<file path="src/rtl/csm_pkg.sv">
// Types and constants shared by the CPU schedule metrics block.
package csm_pkg;

   localparam logic [1:0] MODE_FCFS = 2'd0;
   localparam logic [1:0] MODE_RR   = 2'd1;
   localparam logic [1:0] MODE_SJF  = 2'd2;

   localparam logic [1:0] REG_MODE  = 2'd0;
   localparam logic [1:0] REG_SLICE = 2'd1;

   localparam logic [1:0]  MODE_RESET  = 2'd2;
   localparam logic [15:0] SLICE_RESET = 16'd2;

   typedef struct packed {
      logic [15:0] pid;
      logic [15:0] burst_time;
      logic [15:0] arrival_time;
      logic        is_last;
   } req_type;

   typedef struct packed {
      logic [15:0] pid_res;
      logic [20:0] completion_time;
      logic [20:0] turnaround_time;
      logic [20:0] waiting_time;
      logic [20:0] response_time;
      logic [24:0] total_turnaround;
      logic [24:0] total_waiting;
      logic [24:0] total_response;
      logic [4:0]  process_count;
      logic        last_result;
   } rsp_type;

endpackage

</file>
<file path="src/rtl/cpu_schedule_metrics.sv">
// Batch CPU scheduler that reports per-process timing metrics.
//
// Usage: load process records on the req_ channel, one per cycle while busy is low
// (a transfer happens when start is high and busy is low). Records beyond
// MAX_ENTRIES are dropped. A record with is_last set closes the batch; busy then
// rises and the block schedules the batch under the mode register (first come
// first served, round robin, shortest job first) starting from time 0.
// Scheduling visits one store entry per cycle. FCFS makes one sweep over the store,
// SJF one sweep per pick plus one per idle jump, round robin repeated sweeps plus
// one per idle jump; the single entry-wide datapath does these sweeps.
// Results then appear one per cycle in load order on the rsp_ port, each shown
// for one cycle with rsp_valid; the last carries the batch sums and count.
// The receiver cannot stall. Configuration is written on the csr_ channel,
// which is always ready. Synchronous reset clears control state and sets
// mode to shortest job first and time_slice to 2.
module cpu_schedule_metrics
   import csm_pkg::*;
#(
   parameter int MAX_ENTRIES = 16
) (
   input  logic        clock,
   input  logic        reset,
   input  logic        start,
   output logic        busy,
   input  req_type     req_data,
   output logic        rsp_valid,
   output rsp_type     rsp_data,
   input  logic        csr_valid,
   output logic        csr_ready,
   input  logic [1:0]  csr_index,
   input  logic [15:0] csr_data
);

   localparam int IW = (MAX_ENTRIES > 1) ? $clog2(MAX_ENTRIES) : 1;
   localparam int CW = $clog2(MAX_ENTRIES + 1);

   localparam logic [2:0] ST_LOAD = 3'd0;
   localparam logic [2:0] ST_RUN  = 3'd1;
   localparam logic [2:0] ST_JUMP = 3'd2;
   localparam logic [2:0] ST_SJFX = 3'd3;
   localparam logic [2:0] ST_OUT  = 3'd4;

   // per-entry stores
   logic [15:0] pid_mem [MAX_ENTRIES];
   logic [15:0] arr_mem [MAX_ENTRIES];
   logic [15:0] bur_mem [MAX_ENTRIES];
   logic [15:0] rem_mem [MAX_ENTRIES];
   logic [20:0] fin_mem [MAX_ENTRIES];
   logic [20:0] fst_mem [MAX_ENTRIES];
   logic [MAX_ENTRIES-1:0] done_ff, started_ff;

   logic [2:0]    state_ff;
   logic [1:0]    mode_ff;
   logic [15:0]   slice_ff;
   logic [CW-1:0] count_ff;
   logic [CW-1:0] fin_cnt_ff;
   logic [IW-1:0] idx_ff;
   logic [20:0]   now_ff;
   logic          served_ff;
   logic          found_ff;
   logic [IW-1:0] pick_ff;
   logic [15:0]   best_ff;
   logic [24:0]   sum_tat_ff, sum_wait_ff, sum_resp_ff;
   logic          rsp_valid_ff;
   rsp_type       rsp_ff;

   logic          last_idx;
   logic [15:0]   slice;
   logic [15:0]   a_i, b_i, r_i;
   logic          elig;
   logic          jmp_hit, sjf_hit;
   logic [20:0]   tat, wt, rsp_t;

   assign last_idx = ({{(CW-IW){1'b0}}, idx_ff} + 1'b1) == count_ff;
   assign slice    = (slice_ff == 16'd0) ? 16'd1 : slice_ff;
   assign a_i      = arr_mem[idx_ff];
   assign b_i      = bur_mem[idx_ff];
   assign r_i      = rem_mem[idx_ff];
   assign elig     = !done_ff[idx_ff] && ({5'd0, a_i} <= now_ff);
   assign jmp_hit  = !done_ff[idx_ff] && (!found_ff || a_i < best_ff);
   assign sjf_hit  = elig && (!found_ff || b_i < best_ff);
   assign tat      = fin_mem[idx_ff] - {5'd0, a_i};
   assign wt       = tat - {5'd0, b_i};
   assign rsp_t    = fst_mem[idx_ff] - {5'd0, a_i};

   assign busy      = (state_ff != ST_LOAD);
   assign csr_ready = 1'b1;
   assign rsp_valid = rsp_valid_ff;
   assign rsp_data  = rsp_ff;

   // configuration registers
   always_ff @(posedge clock) begin
      if (reset) begin
         mode_ff  <= MODE_RESET;
         slice_ff <= SLICE_RESET;
      end else if (csr_valid && csr_ready) begin
         if (csr_index == REG_MODE) mode_ff <= csr_data[1:0];
         else if (csr_index == REG_SLICE) slice_ff <= csr_data;
      end
   end

   // sequencer and shared entry datapath
   always_ff @(posedge clock) begin
      if (reset) begin
         rsp_valid_ff <= 1'b0;
         state_ff   <= ST_LOAD;
         count_ff   <= '0;
         fin_cnt_ff <= '0;
         idx_ff     <= '0;
         done_ff    <= '0;
         started_ff <= '0;
      end else begin
         rsp_valid_ff <= (state_ff == ST_OUT);
         case (state_ff)
            ST_LOAD: begin
               if (start) begin
                  if (count_ff < CW'(MAX_ENTRIES)) begin
                     pid_mem[count_ff[IW-1:0]] <= req_data.pid;
                     bur_mem[count_ff[IW-1:0]] <= req_data.burst_time;
                     rem_mem[count_ff[IW-1:0]] <= req_data.burst_time;
                     arr_mem[count_ff[IW-1:0]] <= req_data.arrival_time;
                     count_ff <= count_ff + 1'b1;
                  end
                  if (req_data.is_last) begin
                     if (count_ff == '0 && !(count_ff < CW'(MAX_ENTRIES))) begin
                        state_ff <= ST_LOAD;
                     end else begin
                        state_ff <= (mode_ff == MODE_FCFS) ? ST_RUN :
                                    (mode_ff == MODE_RR) ? ST_RUN : ST_SJFX;
                     end
                     idx_ff      <= '0;
                     now_ff      <= '0;
                     fin_cnt_ff  <= '0;
                     done_ff     <= '0;
                     started_ff  <= '0;
                     served_ff   <= 1'b0;
                     found_ff    <= 1'b0;
                     sum_tat_ff  <= '0;
                     sum_wait_ff <= '0;
                     sum_resp_ff <= '0;
                  end
               end
            end
            ST_RUN: begin
               if (mode_ff == MODE_FCFS) begin
                  // run entry in load order
                  if (now_ff < {5'd0, a_i}) begin
                     fst_mem[idx_ff] <= {5'd0, a_i};
                     fin_mem[idx_ff] <= {5'd0, a_i} + {5'd0, b_i};
                     now_ff <= {5'd0, a_i} + {5'd0, b_i};
                  end else begin
                     fst_mem[idx_ff] <= now_ff;
                     fin_mem[idx_ff] <= now_ff + {5'd0, b_i};
                     now_ff <= now_ff + {5'd0, b_i};
                  end
                  idx_ff <= last_idx ? '0 : idx_ff + 1'b1;
                  if (last_idx) state_ff <= ST_OUT;
               end else begin
                  // one round robin visit
                  if (elig) begin
                     if (!started_ff[idx_ff]) begin
                        started_ff[idx_ff] <= 1'b1;
                        fst_mem[idx_ff] <= now_ff;
                     end
                     if (r_i > slice) begin
                        rem_mem[idx_ff] <= r_i - slice;
                        now_ff <= now_ff + {5'd0, slice};
                     end else begin
                        rem_mem[idx_ff] <= '0;
                        done_ff[idx_ff] <= 1'b1;
                        fin_mem[idx_ff] <= now_ff + {5'd0, r_i};
                        now_ff <= now_ff + {5'd0, r_i};
                        fin_cnt_ff <= fin_cnt_ff + 1'b1;
                     end
                  end
                  served_ff <= last_idx ? 1'b0 : (served_ff || elig);
                  if (last_idx) begin
                     idx_ff <= '0;
                     if (fin_cnt_ff + CW'(elig && !(r_i > slice)) == count_ff)
                        state_ff <= ST_OUT;
                     else if (!(served_ff || elig)) begin
                        state_ff <= ST_JUMP;
                        found_ff <= 1'b0;
                     end
                  end else begin
                     idx_ff <= idx_ff + 1'b1;
                  end
               end
            end
            ST_JUMP: begin
               // find earliest unfinished arrival
               if (jmp_hit) best_ff <= a_i;
               found_ff <= !last_idx && (found_ff || jmp_hit);
               if (last_idx) begin
                  idx_ff <= '0;
                  if (jmp_hit) begin
                     if ({5'd0, a_i} > now_ff) now_ff <= {5'd0, a_i};
                  end else if (found_ff && {5'd0, best_ff} > now_ff) begin
                     now_ff <= {5'd0, best_ff};
                  end
                  state_ff <= (mode_ff == MODE_RR) ? ST_RUN : ST_SJFX;
               end else begin
                  idx_ff <= idx_ff + 1'b1;
               end
            end
            ST_SJFX: begin
               // scan for shortest ready job, then retire it, or jump ahead if none is ready
               if (sjf_hit) begin
                  best_ff <= b_i;
                  pick_ff <= idx_ff;
               end
               found_ff <= !last_idx && (found_ff || sjf_hit);
               if (last_idx) begin
                  idx_ff   <= '0;
                  if (sjf_hit) begin
                     done_ff[idx_ff] <= 1'b1;
                     fst_mem[idx_ff] <= now_ff;
                     fin_mem[idx_ff] <= now_ff + {5'd0, b_i};
                     now_ff <= now_ff + {5'd0, b_i};
                     fin_cnt_ff <= fin_cnt_ff + 1'b1;
                     if (fin_cnt_ff + 1'b1 == count_ff) state_ff <= ST_OUT;
                  end else if (found_ff) begin
                     done_ff[pick_ff] <= 1'b1;
                     fst_mem[pick_ff] <= now_ff;
                     fin_mem[pick_ff] <= now_ff + {5'd0, best_ff};
                     now_ff <= now_ff + {5'd0, best_ff};
                     fin_cnt_ff <= fin_cnt_ff + 1'b1;
                     if (fin_cnt_ff + 1'b1 == count_ff) state_ff <= ST_OUT;
                  end else begin
                     state_ff <= ST_JUMP;
                  end
               end else begin
                  idx_ff <= idx_ff + 1'b1;
               end
            end
            ST_OUT: begin
               // emit one result per entry
               sum_tat_ff  <= sum_tat_ff + {4'd0, tat};
               sum_wait_ff <= sum_wait_ff + {4'd0, wt};
               sum_resp_ff <= sum_resp_ff + {4'd0, rsp_t};
               rsp_ff.pid_res         <= pid_mem[idx_ff];
               rsp_ff.completion_time <= fin_mem[idx_ff];
               rsp_ff.turnaround_time <= tat;
               rsp_ff.waiting_time    <= wt;
               rsp_ff.response_time   <= rsp_t;
               rsp_ff.total_turnaround <= last_idx ? sum_tat_ff + {4'd0, tat} : '0;
               rsp_ff.total_waiting    <= last_idx ? sum_wait_ff + {4'd0, wt} : '0;
               rsp_ff.total_response   <= last_idx ? sum_resp_ff + {4'd0, rsp_t} : '0;
               rsp_ff.process_count    <= last_idx ? 5'(count_ff) : 5'd0;
               rsp_ff.last_result      <= last_idx;
               if (last_idx) begin
                  state_ff <= ST_LOAD;
                  count_ff <= '0;
                  idx_ff   <= '0;
               end else begin
                  idx_ff <= idx_ff + 1'b1;
               end
            end
            default: state_ff <= ST_LOAD;
         endcase
      end
   end

endmodule

</file>
<file path="config.mk">
export PLATFORM = sky130hd
export DESIGN_NAME = cpu_schedule_metrics
export DESIGN_NICKNAME = d
export VERILOG_FILES = /design/src/rtl/csm_pkg.sv /design/src/rtl/cpu_schedule_metrics.sv
export SDC_FILE = /design/constraint.sdc
export NUM_CORES = 2
export LEC_CHECK = 0
export ABC_AREA = 0
export BUFFER_PORTS_ARGS = -buffer_cell sky130_fd_sc_hd__buf_2
export CAP_MARGIN = 5
export CORE_ASPECT_RATIO = 1.4
export CORE_MARGIN = 2
export CORE_UTILIZATION = 55
export CTS_CLUSTER_SIZE = 40
export DETAILED_ROUTE_END_ITERATION = 10
export GPL_ROUTABILITY_DRIVEN = 0
export GPL_TIMING_DRIVEN = 0
export PLACE_DENSITY_LB_ADDON = 0.08
export SKIP_CTS_REPAIR_TIMING = 1
export SLEW_MARGIN = 20
export SYNTH_ARGS = -nofsm -noshare
export SYNTH_HDL_FRONTEND = slang
export SYNTH_SLANG_ARGS = --single-unit
</file>
<file path="constraint.sdc">
create_clock -name clock -period 8.5 [get_ports clock]
set_input_delay 0 -clock clock [delete_from_list [all_inputs] [get_ports clock]]
set_output_delay 0 -clock clock [all_outputs]
set_load 0.05 [all_outputs]
</file>
Word-level counts from Yosys, hierarchy flattened. Memory sizes are Yosys's and may differ from the RTL's. A register that Yosys moved wholly into a read port is not among the register bits. Cells that the tools add are included.

Logic and storage cells: 310. RAM bits: 1696. Output and inout bits: 184. Register bits: 351. Input port bits: 71. Memories kept: 6.

Equality and inequality tests: 29. Multiplexer cells: 158. Bitwise operators: 12. Order comparisons: 12. Reduce and logical (&&, ||, !) cells: 50. $add $sub $neg: 17.

Memories: fin_mem (words 16, bits a word 21, rd ports 1, clocked after Yosys merged registers in 1, write ports 1, RTL line cpu_schedule_metrics.sv:48) `logic [20:0] fin_mem [MAX_ENTRIES];`; fst_mem (words 16, bits a word 21, rd ports 1, clocked after Yosys merged registers in 1, write ports 1, RTL line cpu_schedule_metrics.sv:49) `logic [20:0] fst_mem [MAX_ENTRIES];`; arr_mem (words 16, bits a word 16, rd ports 1, clocked after Yosys merged registers in 1, write ports 1, RTL line cpu_schedule_metrics.sv:45) `logic [15:0] arr_mem [MAX_ENTRIES];`; bur_mem (words 16, bits a word 16, rd ports 1, clocked after Yosys merged registers in 1, write ports 1, RTL line cpu_schedule_metrics.sv:46) `logic [15:0] bur_mem [MAX_ENTRIES];`; pid_mem (words 16, bits a word 16, rd ports 1, clocked after Yosys merged registers in 1, write ports 1, RTL line cpu_schedule_metrics.sv:44) `logic [15:0] pid_mem [MAX_ENTRIES];`; rem_mem (words 16, bits a word 16, rd ports 1, clocked after Yosys merged registers in 1, write ports 1, RTL line cpu_schedule_metrics.sv:47) `logic [15:0] rem_mem [MAX_ENTRIES];`.

Operators by type and width (number): 21-bit 2-to-1 mux (21); 16-bit 2-to-1 mux (16); 25-bit case mux with 2 select lines (3); 21-bit by 16-bit adder with 21-bit output (4); 21-bit case mux with 4 select lines (1); 25-bit by 21-bit adder with 25-bit output (3); 4-bit 2-to-1 mux (16); 16-bit case mux with 2 select lines (2); 21-bit by 16-bit subtractor with 21-bit output (3); 1-bit 2-to-1 mux (59); 5-bit 2-to-1 mux (11); 25-bit 2-to-1 mux (2); 16-bit OR (3); 16-bit case mux with 3 select lines (1); 3-bit 2-to-1 mux (15); 16-bit by 21-bit > comparator with 1-bit output (2); 21-bit OR reduction (2); 16-bit < comparator (2); 2-bit != test, second input constant (15); 16-bit by 21-bit <= comparator with 1-bit output (1); 21-bit by 16-bit < comparator with 1-bit output (1); 16-bit by 16-bit adder with 17-bit output (1); 16-bit > comparator (1); 16-bit logical NOT (1); other kinds (45) (92).

Depth between registers and ports, before layout.
Word-level depth: 12. Mapped depth: 37. Mapped depth without buffers: 29.

Worst setup path before layout. Ideal clock, no wire load.

Path type: register to register. From: register state_ff[2]. To: register rsp_ff (netlist bit rsp_data[0]), enable pin. Setup time: 0.726 ns. Clock period less this slack: 9.268 ns. Data required time: 7.774 ns. Stages on the path, launching flop included: 5. Path slack: -0.768 ns. Arrival time: 8.543 ns. Path buffers: 2. Cell sequence: dfxtp_1 > clkbuf_1 > nand2_1 > clkbuf_1 > nor2_1.

Cells in the longest elaborated chain, start to end: 2.

Ends and longest elaborated chain: start, declared (RTL line cpu_schedule_metrics.sv:52) `logic [2:0] state_ff;`; start signal, assigned (RTL line cpu_schedule_metrics.sv:128) `state_ff <= (mode_ff == MODE_FCFS) ? ST_RUN :`; start signal, assigned (RTL line cpu_schedule_metrics.sv:201) `state_ff <= (mode_ff == MODE_RR) ? ST_RUN : ST_SJFX;`; 3-bit equality test (RTL line cpu_schedule_metrics.sv:114) `case (state_ff)`; 2-bit AND reduction (no source line); end, declared (RTL line cpu_schedule_metrics.sv:65) `rsp_type rsp_ff;`.

Every way passes these cells. A chain may end at the register's enable or synchronous reset.

==> flow_metrics.py <==
metrics = {
    "status": {
        "outcome": "finished, violations left",
        "failed_checks": "hold timing",
    },
    "final_layout": {
        "fillers": 11661,
        "synthToLayoutAreaGrowth_pct": 17.31,
        "drive_gt1_share_pct": 25.08,
        "final_area_um2": 107300,
        "finalNonFillerCells": 8506,
        "fin_nets": 6551,
        "final_util_pct": 64.75,
    },
    "cts": {
        "cts_tree": "yes",
        "cts.clk_slew.worst_paths_ns": 0.07,
        "cts_num_sinks": 2067,
        "clkLatencyLatePin_ns": 0.88,
        "htree_num_levels": 4,
        "clk_path_buf_depth": 3,
        "cts_buffers": 191,
        "cts-root-buf": "clkbuf_16",
    },
    "setup_path": {
        "path_buf_inv": 6,
        "critPathKind": "reg -> reg",
        "cp_slowest_cell": "mux4_2",
        "reg2reg_depth": 31,
        "reg2reg_to": "rsp_data[54]",
        "crit_family": "compound AO/OA/AOI/OAI gates",
        "reg2reg_setup_slack_ns": 0.26,
        "startpoint_type": "flip-flop",
        "crit_arrival_ns": 8.83,
        "worstPathMaxFanout": 19,
        "worstPathRequired_ns": 9.09,
        "worst_path_largest_cell_delay_ns": 0.62,
        "end_kind": "flip-flop",
    },
    "sta": {
        "whs_ns": -0.01688,
        "finalSetupViolCount": 0,
        "worst_pin_slew_ns": 1.293,
        "finClkSkew_ns": 0.05166,
        "drv_slew": 0,
        "finalSetupTns_ns": 0,
        "hold_viol": 1,
        "maxSlewHeadroom_pct": 13.39,
        "fin_ws_ns": 0.2626,
        "max_freq_mhz": 121.4,
        "min_period_ns": 8.237,
        "post-route-period-util_pct": 96.91,
    },
    "synth": {
        "syn-mean-instance-area_um2": 16.75,
        "ys_seq_elements": 2067,
        "synth_top_area_share_pct": 65.52,
        "synth_ff_type": "edfxtp_1",
        "synth-edff-count": 1995,
        "ys_warn_count": 0,
        "synthTopCellsByArea": "edfxtp_1 66%, mux4_2 13%, ha_1 3.8%, nor2_1 1.7%, dfxtp_1 1.6%",
        "syn_nets": 5818,
        "synthCells": 5457,
        "synth_cell_type_count": 80,
        "ys_async_sr_fraction_pct": 0,
        "ys_seq_area_share_pct": 67.10,
        "yosys.area.top_type": "edfxtp_1",
        "synth_area_um2": 91430,
    },
    "placement": {
        "numPortBuffers": 252,
        "place_ws_ns": -3.377,
        "dp_hpwl_mm": 194.4,
        "placed_area_um2": 98620,
        "placed_cells": 8019,
    },
    "min_path": {
        "hold-path-endpoint": "slice_ff[9]",
        "hold-path-cell-count": 4,
        "min-delay-start": "csr_data[9]",
        "hp-class": "in -> reg",
    },
    "floorplanning": {
        "dieArea_um2": 169600,
        "chipWidth_um": 348.6,
        "die_h_um": 486.4,
        "core-area_um2": 165700,
        "start_util_pct": 55.19,
        "rows": 177,
        "io_pins": 255,
    },
    "grt": {
        "grt_pass1_wl_mm": 385.2,
        "grt_max_degree": 32,
        "grt_pass1_vias": 54505,
        "grt-ovfl-total": 0,
        "grtUsageTotal_pct": 32.32,
        "antenna_found_initial": 22,
    },
    "drt": {
        "drc": 0,
        "drtIter0Drc": 6396,
        "totalWireLength_mm": 273.4,
        "first_pass_iters": 8,
        "ant_nets": 0,
        "viasPerCell": 6.502,
        "via_count": 55305,
        "wl_per_cell_um": 32.14,
    },
    "run": {
        "drv_cap": 0,
    },
    "power_and_ir_drop": {
        "p_leak_nw": 35.88,
        "power_mw": 45.75,
        "vdd_drop_max_v": 0.0007411,
        "p_per_area_nw_per_um2": 426.5,
    },
}
layout make-up:
cell class | count | area, um2 | area share, %
clock inverters | 123 | 1518 | 1.415
plain buffers | 253 | 1504 | 1.402
diodes | 7 | 17.52 | 0.01633
repair buffers | 542 | 5065 | 4.722
multi-input cells | 2975 | 29560 | 27.56
well taps | 2148 | 2688 | 2.506
clock buffers | 231 | 4951 | 4.616
flip-flops and latches | 2067 | 61350 | 57.20
inverters | 160 | 608.1 | 0.5669
registers in the layout, indices dropped and copies added, names as in the netlist, 16 cells and up, named ones only:
name / cells
rem_mem: 256
rsp_data: 181
fin_mem: 336
best_ff: 16
started_ff: 16
sum_tat_ff: 25
bur_mem: 256
fst_mem: 336
arr_mem: 256
now_ff: 21
done_ff: 16
pid_mem: 256
slice_ff: 16
sum_resp_ff: 25
sum_wait_ff: 25
synthesized netlist by cell type, drive strengths merged, types with 9 or more instances:
cell and count:
a21boi 9, ha 278, nand3 52, nand2b 40, mux4 539, a31oi 38, nor4 12, mux2i 29
buf 82, and3 26, a21oi 235, a211oi 42, xor2 96, a22oi 12, a21o 82, nor2b 29
a211o 19, nor3 91, and2 34, o21a 51, a32oi 10, or3 17, nand4 27, xnor2 114
edfxtp 1995, o21ai 189, nor2 420, o211ai 30, a311oi 9, dfxtp 72, o22ai 18, inv 159
or2 17, o21bai 36, nand2 212, o31ai 26, mux2 10, fa 12, clkbuf 173
how the worst max path moves through the flow:
stage	slack, ns	endpoint	startpoint	depth (start not counted)
finish	0.26	rsp_data[54]	flip-flop	31
global route	-0.04	rsp_data[52]	flip-flop	35
CTS	-3.45	state_ff[2]	flip-flop	32
detailed placement	-3.38	state_ff[2]	flip-flop	32
global placement	-4.29	fin_mem[1][12]	flip-flop	20
floorplan	0.24	sum_wait_ff[23]	flip-flop	36
cell families (layout without fill, tap and decap cells):
kind of cell | Yosys count | after routing | synth area share (%)
mux | 578 | 578 | 13.72
buf+inv | 415 | 1309 | 1.805
simple gates | 1003 | 1003 | 4.984
flops | 2067 | 2067 | 67.10
xor+xnor | 210 | 210 | 2.012
compound gates | 892 | 892 | 6.299
other cells | 1 | 8 | 0.004102
fa+ha+maj | 291 | 291 | 4.078
where the power goes:
part	total [mW]	internal, mW	switching (mW)
logic	23.5	8.82	14.7
clock network	8.88	4.95	3.94
registers	13.4	13.2	0.207
total	45.7	27.0	18.8
layout by cell type (no fill, tap or decap), drive strengths merged, types with 114 or more instances in the layout:
master     n
a21oi    235
buf      529
clkbuf   410
edfxtp  1995
ha       278
inv      169
mux4     539
nand2    212
nor2     420
o21ai    189
xnor2    114
tightest hold or removal path: stages:
cell and delay (ns):
dlygate4sd3_1 0.52, buf_2 0.15, nand2_1 0.06, a21oi_1 0.05
per-layer routing:
layer	wire [um]	part of all wire (%)	GRT usage, %
met2	133500	49	53.21
met3	22450	8.2	6.394
met5	153	0.056	0
met4	19790	7.2	19.14
met1	97510	36	39.89
Power figures use the tool's default switching activity.
